**src/design/vna_ram.sv**
```systemverilog
// Generic single-port-write, single-port-read RAM with registered read data.
// Uses no package.
`default_nettype none
module vna_ram #(
	parameter int WIDTH = 8,
	parameter int DEPTH = 16
) (
	input  wire logic                     clk,
	input  wire logic                     we,
	input  wire logic [$clog2(DEPTH)-1:0] waddr,
	input  wire logic [WIDTH-1:0]         wdata,
	input  wire logic [$clog2(DEPTH)-1:0] raddr,
	output logic      [WIDTH-1:0]         rdata
);
	logic [WIDTH-1:0] mem [DEPTH];

	always_ff @(posedge clk) begin
		if (we) begin
			mem[waddr] <= wdata;
		end
		rdata <= mem[raddr];
	end
endmodule
`default_nettype wire

```
**config.mk**
```make
export PLATFORM = sky130hd
export DESIGN_NAME = vna_ram
export DESIGN_NICKNAME = d
export VERILOG_FILES = /design/src/design/vna_ram.sv
export SDC_FILE = /design/constraint.sdc
export NUM_CORES = 1
export LEC_CHECK = 0
export BUFFER_PORTS_ARGS = -buffer_cell sky130_fd_sc_hd__buf_2
export CORE_UTILIZATION = 40
export CTS_CLUSTER_SIZE = 30
export DETAILED_ROUTE_END_ITERATION = 8
export SLEW_MARGIN = 20
export SYNTH_ARGS = -nofsm -noshare
export SYNTH_HDL_FRONTEND = slang
export SYNTH_SLANG_ARGS = --single-unit
```
**constraint.sdc**
```tcl
create_clock -name clk -period 2.05 [get_ports clk]
set_clock_uncertainty 0.2 [all_clocks]
set_input_delay 0.5125 -clock clk [delete_from_list [all_inputs] [get_ports clk]]
set_output_delay 0.5125 -clock clk [all_outputs]
set_load 0.02 [all_outputs]
```
==> flow_summary.yaml, run 1 <==
finish:
  drive_above_1_share: 0.3131
  areaGrowthSynthToFinish_pct: 20.13
  insertedDiodeCount: 0
  multiInputGateArea_mm2: 0.001062
  nNetsFinal: 302
  register_area_mm2: 0.004004
  final_core_util: 0.4920
  fillers: 1014
yosys:
  ys_warn_count: 0
  synth_seq_cells: 136
  syn_area_per_cell_um2: 22.48
  syn_area_mm2: 0.005147
  syn_inst: 229
  synth_nets: 247
  synth_cell_type_count: 19
  synth_seq_area_share: 0.7778
sta:
  rsz0062_at_grt: "false"
  slew_headroom: 0.4896
  whs_ps: 292.7
  finalSetupViolCount: 0
  worst-slew-pin-transition_ps: 762.8
  fin_crit_sh: 0.8471
  fin_crit_ps: 1737
  fmax_mhz: 575.9
  slew_violations: 0
  hold_viol: 0
cts:
  cts_setup_buffers: 0
  clock_tree.root_cell: "clkbuf_16"
  clk_pin_slew_ps: 60
  htreeDepth: 4
  ctsHoldBuffers: 0
  ctsResizeCount: 0
  cts_max_path_buffers: 2
  numCtsBuffers: 17
  cts_tree: "done"
  clkSinkCount: 136
  worstSkewPairLatency_ps: 410
drt:
  wire_per_inst_um: 22.04
  routed_via_density: 5.307
  drc: 0
  wl_um: 10340
  first_pass_iters: 4
  postRouteAntennaNets: 0
  drt_iter0_drc: 247
  vias: 2489
placement:
  hpwl_um: 6498
  port_buffers: 25
  place.gp.congestion: 0.7284
global_routing:
  grt_usage: 0.1719
  grt_pass1_wl_um: 15500
  grt_max_degree: 33
  grt_antenna_before_repair: 0
  grt_overflow_total: 0
  grt_pass1_vias: 2546
setup_path:
  cp_cell_sequence: "buf_2 > buf_12 > mux4_1 > a22oi_1 > nand2_1"
  cp_slowest_cell: "mux4_1"
  reg2reg_depth: 3
  worst-path-max-fanout: 17
  critPathBufInv: 2
  crit_cells: 5
  crit_required_ps: 2140
  max_stage_delay_ps: 630
  path_delay_family: "multiplexers"
  crit_arrival_ps: 1820
  endpoint_kind: "flop"
  crit_type: "input port to flop"
  startpoint_type: "input port"
floorplan:
  io_pins: 26
  row_count: 41
  die_w_um: 115.4
  die_h_um: 115.4
  die-area_mm2: 0.01333
  core_region_area_mm2: 0.01257
  start_util: 0.4096
outcome:
  outcome: "finished, final reports clean"
job:
  cap_violations: 0
worst_hold_path:
  holdPathStages: 1
  hold_class: "input port to flop"
power_and_ir_drop:
  powerDensity_mw_per_mm2: 1038
  leakagePower_nw: 2.109
  ir_drop_uv: 734.8
## kinds of logic (layout without fill, tap and decap cells)
logic type / after synthesis / count (layout) / synth area share
mux: 32 / 32 / 0.1502
compound gates: 16 / 16 / 0.02334
flops: 136 / 136 / 0.7778
buf+inv: 10 / 78 / 0.01677
simple gates: 35 / 35 / 0.03184
## placed cells by master, fill, tap and decap left out, drive strengths merged
master and instances:
edfxtp 128, buf 46, mux4 32, clkbuf 21, a22oi 16, nor2 13, nand2 9, dfxtp 8
clkinv 8, nor3 4, bufinv 3, nand3b 2, nand2b 2, nor2b 1, and2 1, and2b 1
nand3 1, or3b 1
## synth_stat cells
cell type / n / share of area
edfxtp_1: 128 / 0.75
mux4_2: 18 / 0.079
a22oi_1: 16 / 0.023
mux4_1: 14 / 0.071
nor2_1: 13 / 0.0095
nand2_1: 9 / 0.0066
dfxtp_1: 8 / 0.031
nor3_1: 4 / 0.0039
buf_2: 3 / 0.0029
buf_6: 3 / 0.0066
clkdlybuf4s25_2: 3 / 0.0058
nand2b_1: 2 / 0.0024
nand3b_1: 2 / 0.0029
and2_1: 1 / 0.0012
and2b_1: 1 / 0.0015
buf_4: 1 / 0.0015
nand3_1: 1 / 0.00097
nor2b_1: 1 / 0.0012
or3b_2: 1 / 0.0017
## metrics by stage
stage	power [mW]	cells	worst slack [ps]	area (um2)	setup TNS, ps
after CTS	6.473	469	329.1	6183	0
after floorplan	3.361	229	71.35	5152	0
after global placement	3.497	437	-66.60	5602	-145.7
final	6.421	469	313.5	6183	0
after detailed placement	3.505	437	-94.26	5602	-271.3
after global routing	6.597	469	277.9	6183	0
## metal layers
layer / GRT usage / up-vias / wire length, um
met1: 0.2429 / 1330 / 4870
li1: - / 1084 / -
met5: 0 / - / 0
met2: 0.2511 / 65 / 4857
met3: 0.05073 / 10 / 460
met4: 0.07013 / 0 / 147
## where the power goes
| part | total, mW | switching, mW | internal [mW] |
|---|---|---|---|
| registers | 3.13 | 0.0180 | 3.11 |
| logic | 0.316 | 0.187 | 0.130 |
| clock network | 2.98 | 1.05 | 1.92 |
| total | 6.42 | 1.26 | 5.16 |
## area by class of cell
class | count | area share
Multi-Input combinational cell | 83 | 0.1718
Sequential cell | 136 | 0.6475
Clock inverter | 11 | 0.02125
Timing Repair Buffer | 46 | 0.05180
Clock buffer | 21 | 0.07285
Tap cell | 172 | 0.03480
## sequential cells by signal (all words and copies together) (netlist names)
register  cells
mem         128
rdata         8
## worst paths after layout
kind | start | endpoint | slack (ps)
worst max register to register | mem[0][5]$_DFFE_PP_ | rdata[5]$_DFF_P_ | 490
worst max-delay path | raddr[0] | rdata[5]$_DFF_P_ | 310
worst min-delay path | wdata[5] | mem[9][5]$_DFFE_PP_ | 290
worst min register to register | mem[8][3]$_DFFE_PP_ | rdata[3]$_DFF_P_ | 470
No activity file was read; power rests on OpenSTA's default activity.
==> inputs of run 2 (changes only) <==
--- a/config.mk
+++ b/config.mk
@@ -5,6 +5,7 @@
 export SDC_FILE = /design/constraint.sdc
 export NUM_CORES = 1
 export LEC_CHECK = 0
+export ABC_AREA = 1
 export BUFFER_PORTS_ARGS = -buffer_cell sky130_fd_sc_hd__buf_2
 export CORE_UTILIZATION = 40
 export CTS_CLUSTER_SIZE = 30
==> constraint.sdc (replaced) <==
create_clock -name clk -period 1.55 [get_ports clk]
set_clock_uncertainty 0.2 [all_clocks]
set_input_delay 0.3875 -clock clk [delete_from_list [all_inputs] [get_ports clk]]
set_output_delay 0.3875 -clock clk [all_outputs]
set_load 0.02 [all_outputs]
==> run 2 against run 1 <==
  * Hold slack worse by 190 ps
  * Synthesized cell count up 140%
  * Utilization down 0.075 points
  * Global-route usage up 2.1 points
  * Non-clock buffer count up 9
  * Die area up 12%
  * Cell count up 69%
  * Critical path type is now flop to output port
  * Sequential cell count unchanged
==> flow_summary.yaml, run 2 <==
outcome:
  outcome: "finished, final reports clean"
sta:
  fin_crit_ps: 1502
  fmax_mhz: 665.7
  worst-slew-pin-transition_ps: 387.6
  fin_crit_sh: 0.9691
  hold_viol: 0
  slew_headroom: 0.7416
  tns_ps: 0
  rsz0062_at_grt: "false"
  whs_ps: 98.07
  finalSetupViolCount: 0
  slew_violations: 0
  worst_slack_ps: 47.82
setup_path:
  cp_cell_sequence: "buf_2"
  r2r-start: "mem[7][0]$_DFFE_PP_"
  worst-path-max-fanout: 1
  crit_required_ps: 960
  reg2reg_depth: 6
  crit_arrival_ps: 910
  max_stage_delay_ps: 340
  endpoint_kind: "output port"
  cp_slowest_cell: "dfxtp_1"
  path_delay_family: "flip-flops"
  critPathBufInv: 1
  reg2reg_slack_ps: 330
  startpoint_type: "flop"
  r2r_end: "rdata[0]$_DFF_P_"
  crit_type: "flop to output port"
power_and_ir_drop:
  power_frac_seq: 0.470
  clkPwrFrac: 0.466
  powerDensity_mw_per_mm2: 1283
  power_mw: 8.814
  p_sw_mw: 1.875
  leakagePower_nw: 2.990
  ir_drop_uv: 594.4
  p_int_mw: 6.939
  pwr-share-comb: 0.064
  swShare: 0.2128
cts:
  ctsHoldBuffers: 0
  htreeDepth: 4
  ctsResizeCount: 2
  cts_setup_buffers: 0
  clock_tree.root_cell: "clkbuf_16"
  clk_pin_slew_ps: 60
  cts_tree: "done"
  numCtsBuffers: 17
  clkSinkCount: 136
  worstSkewPairLatency_ps: 420
  cts_max_path_buffers: 2
floorplan:
  row_count: 43
  die-area_mm2: 0.01490
  core_region_area_mm2: 0.01399
  die_w_um: 122.1
  start_util: 0.4123
  die_h_um: 122.1
  io_pins: 26
drt:
  drt_iter0_drc: 307
  drc: 0
  wl_um: 13090
  routed_via_density: 4.838
  first_pass_iters: 5
  postRouteAntennaNets: 0
  wire_per_inst_um: 16.49
  vias: 3841
finish:
  nNetsFinal: 619
  drive_above_1_share: 0.1450
  max_flop_register: "mem"
  largest_reg_flops: 128
  reg.largest.list: "mem (128), rdata (8)"
  instances_no_fill: 794
  areaGrowthSynthToFinish_pct: 19.16
  finalInstanceArea_mm2: 0.006872
  final_common_cell: "nand2_1"
  insertedDiodeCount: 0
  layout_common_cells: "173 x nand2_1, 128 x edfxtp_1, 100 x inv_1"
  final_core_util: 0.4912
yosys:
  synth_edf_count: 128
  synth-compound-area-share: 0
  syn_inst: 551
  synth_seq_cells: 136
  syn_area_mm2: 0.005767
  muxShareOfSynthArea: 0
  synth_top_area_share: 0.6665
  synthTopCellsByCount: "173 x nand2_1, 128 x edfxtp_1, 100 x inv_1"
  synth_top_area_cell: "edfxtp_1"
  synth-main-ff-cell: "edfxtp_1"
  synthArstFlopShare: 0
  synth_seq_area_share: 0.6943
  synth_simple_gate_area_frac: 0.2105
  synth_nets: 569
  syn_area_per_cell_um2: 10.47
  synth_xor_area_frac: 0
  synth_area_leaders: "edfxtp_1 67%, nand2_1 11%, nand3_1 8.4%"
  yosysMostFrequentCell: "nand2_1"
  synthAdderAreaFrac: 0
  ys_warn_count: 0
  synth_cell_type_count: 12
  synth_top_family_by_area: "simple AND/OR/NAND/NOR gates"
global_routing:
  grt_pass1_vias: 3680
  grt_antenna_before_repair: 0
  grt_pass1_wl_um: 20500
  grt_usage: 0.1929
  grt_overflow_total: 0
  grt_max_degree: 65
worst_hold_path:
  hold_end: "rdata[1]$_DFF_P_"
  holdPathStages: 3
  hold_class: "input port to flop"
  worstHoldStart: "raddr[3]"
placement:
  port_buffers: 25
  hpwl_um: 8268
  place_area_mm2: 0.006251
  place.gp.congestion: 0.7985
  place_inst: 762
  dpl_worst_slack_ps: -126.9
job:
  cap_violations: 0
[run 2: cell types whose count changed after synthesis, moves of 2 or more]
cell | previous run | this run
nand2_1 | 9 | 173
inv_1 | 0 | 100
nand3_1 | 1 | 97
mux4_2 | 18 | 0
a22oi_1 | 16 | 0
mux4_1 | 14 | 0
buf_2 | 3 | 13
nor2_1 | 13 | 17
nor3_1 | 4 | 0
buf_4 | 1 | 4
buf_6 | 3 | 6
clkdlybuf4s25_2 | 3 | 0
inv_2 | 0 | 2
nand2b_1 | 2 | 0
[run 2: how the worst max path moves through the flow]
stage	from	to	slack, ps	depth (start not counted)
after floorplan	waddr[3]	mem[4][0]$_DFFE_PP_	10	2
after global placement	raddr[0]	rdata[0]$_DFF_P_	-100	7
after detailed placement	raddr[0]	rdata[0]$_DFF_P_	-130	7
after CTS	rdata[4]$_DFF_P_	rdata[4]	20	1
after global routing	rdata[4]$_DFF_P_	rdata[4]	10	1
final	rdata[4]$_DFF_P_	rdata[4]	50	1
[run 2: layout make-up]
class | instances | area (um2)
fill | 1252 | 7117
sequential | 136 | 4005
multi-input combinational | 289 | 1214
clock buffer | 20 | 466.7
timing repair buffer | 55 | 430.4
inverter | 102 | 382.9
tap | 180 | 225.2
clock inverter | 12 | 147.6
[run 2: metal layers]
layer  global-route usage  up-vias  wire, um
li1                     -     1875         -
met5                    0        -         0
met1               0.2580     1867      6092
met4              0.07088        0       189
met2               0.3090       86      6309
met3              0.04120       13       501
[run 2: cells by family after synthesis]
group | count (synthesis)
buffers and inverters | 126
flip-flops | 136
AND/OR/NAND/NOR | 289
[run 2: power groups by stage]
stage	clock network [mW]	logic (mW)	registers [mW]
3_5_place_dp	0	0.569	4.22
5_1_grt	4.32	0.629	4.14
3_3_place_gp	0	0.562	4.21
4_1_cts	4.16	0.573	4.14
6_report	4.11	0.568	4.14
2_1_floorplan	0	0.290	4.24
==> inputs of run 3 (changes only) <==
--- a/config.mk
+++ b/config.mk
@@ -8,6 +8,7 @@
 export ABC_AREA = 1
 export BUFFER_PORTS_ARGS = -buffer_cell sky130_fd_sc_hd__buf_2
 export CORE_UTILIZATION = 40
+export CTS_BUF_LIST = sky130_fd_sc_hd__clkbuf_16
 export CTS_CLUSTER_SIZE = 30
 export DETAILED_ROUTE_END_ITERATION = 8
 export SLEW_MARGIN = 20
==> run 3 against run 2 <==
  * Sequential share of layout area is 0.26 points higher
  * Largest cell class unchanged
  * Via count fell by 0.47%
  * Clock power down 4%
  * Largest power group unchanged
  * First-iteration DRC count unchanged
  * Clock-buffer cell count down 3
  * Cell count did not move
==> flow_summary.yaml, run 3 (synthesized netlist as in run 2, its figures left out) <==
cts:
  cts_tree: "done"
  clock_tree.root_cell: "clkbuf_16"
  clk_pin_slew_ps: 50
  clkSinkCount: 136
  worstSkewPairLatency_ps: 420
  htreeDepth: 4
  numCtsBuffers: 17
  cts_max_path_buffers: 2
finish:
  areaGrowthSynthToFinish_pct: 18.64
  insertedDiodeCount: 0
  fillers: 1257
  drive_above_1_share: 0.1401
  layout_common_cells: "173 x nand2_1, 128 x edfxtp_1, 100 x inv_1"
  max_flop_register: "mem"
  largest_reg_flops: 128
  final_core_util: 0.4891
  nNetsFinal: 619
  final_common_cell: "nand2_1"
  reg.largest.list: "mem (128), rdata (8)"
setup_path:
  crit_cells: 1
  r2r-start: "mem[7][0]$_DFFE_PP_"
  cp_cell_sequence: "buf_2"
  crit_arrival_ps: 910
  path_delay_family: "flip-flops"
  crit_required_ps: 960
  startpoint_type: "flop"
  critPathBufInv: 1
  endpoint: "rdata[4]"
  reg2reg_depth: 6
  startpoint: "rdata[4]$_DFF_P_"
  reg2reg_slack_ps: 330
  crit_type: "flop to output port"
  r2r_end: "rdata[0]$_DFF_P_"
  endpoint_kind: "output port"
  worst-path-max-fanout: 1
  cp_slowest_cell: "dfxtp_1"
  max_stage_delay_ps: 330
sta:
  finalSetupViolCount: 0
  fin_crit_sh: 0.9665
  slew_headroom: 0.7374
  rsz0062_at_grt: "false"
  fin_crit_ps: 1498
  fmax_mhz: 667.6
  slew_violations: 0
  whs_ps: 98.03
  worst-slew-pin-transition_ps: 394.0
  hold_viol: 0
power_and_ir_drop:
  powerDensity_mw_per_mm2: 1265
  leakagePower_nw: 2.973
  ir_drop_uv: 594.8
  power_mw: 8.656
floorplan:
  io_pins: 26
  row_count: 43
  die_h_um: 122.1
  die_w_um: 122.1
  start_util: 0.4123
  core_region_area_mm2: 0.01399
  die-area_mm2: 0.01490
global_routing:
  grt_overflow_total: 0
  grt_pass1_wl_um: 20490
  grt_antenna_before_repair: 0
  grt_usage: 0.1929
  grt_max_degree: 65
  grt_pass1_vias: 3693
placement:
  place.gp.congestion: 0.7985
  hpwl_um: 8268
  port_buffers: 25
drt:
  drt_iter0_drc: 307
  first_pass_iters: 4
  vias: 3823
  drc: 0
  wire_per_inst_um: 16.39
  wl_um: 13020
  postRouteAntennaNets: 0
  routed_via_density: 4.815
job:
  cap_violations: 0
outcome:
  outcome: "finished, final reports clean"
worst_hold_path:
  hold_class: "input port to flop"
  holdPathStages: 3
run 3: changes by cell type in the layout (fill, tap and decap cells not counted), sizes merged:
cell    before  now
clkbuf      20   17
clkinv       4    7
run 3: power by group:
group	leakage [nW]	internal, mW	switching (mW)
registers	1.22	4.11	0.0256
clock network	0.275	2.50	1.45
logic	1.47	0.182	0.386
run 3: how the worst min path moves through the flow:
| stage | from | end | slack (ps) |
|---|---|---|---|
| 2_1_floorplan | wdata[0] | mem[0][0]$_DFFE_PP_ | 290 |
| 3_3_place_gp | mem[12][5]$_DFFE_PP_ | rdata[5]$_DFF_P_ | 450 |
| 3_5_place_dp | mem[13][1]$_DFFE_PP_ | rdata[1]$_DFF_P_ | 470 |
| 4_1_cts | raddr[3] | rdata[1]$_DFF_P_ | 90 |
| 5_1_grt | raddr[3] | rdata[7]$_DFF_P_ | 100 |
| 6_report | raddr[3] | rdata[1]$_DFF_P_ | 100 |
run 3: area by class of cell:
class | count | area (um2) | area share
Timing Repair Buffer | 55 | 430.4 | 0.06291
Sequential cell | 136 | 4005 | 0.5854
Clock inverter | 15 | 158.9 | 0.02323
Multi-Input combinational cell | 289 | 1214 | 0.1774
Inverter | 102 | 382.9 | 0.05596
Tap cell | 180 | 225.2 | 0.03292
Clock buffer | 17 | 425.4 | 0.06218
run 3: repair_timing:
item	in CTS	in global routing
setup buffers	0	0
hold buffers	0	0
gates resized for setup	2	1
endpoints found under the setup margin	1	1
run 3: routing by layer:
layer	routed length (um)	vias up	track usage	part of all wire
met5	0	-	0	0
met4	270	0	0.07774	0.021
met3	754	18	0.04120	0.058
met2	6183	107	0.3058	0.48
met1	5806	1822	0.2580	0.45
li1	-	1876	-	-
run 3: through the flow:
step | instance area, um2 | instances | setup WS, ps | TNS [ps]
5_1_grt | 6842 | 794 | 12.04 | 0
4_1_cts | 6839 | 794 | 21.42 | 0
6_report | 6842 | 794 | 52.00 | 0
2_1_floorplan | 5767 | 551 | 11.66 | 0
3_5_place_dp | 6251 | 762 | -126.9 | -2173
3_3_place_gp | 6251 | 762 | -99.43 | -1733
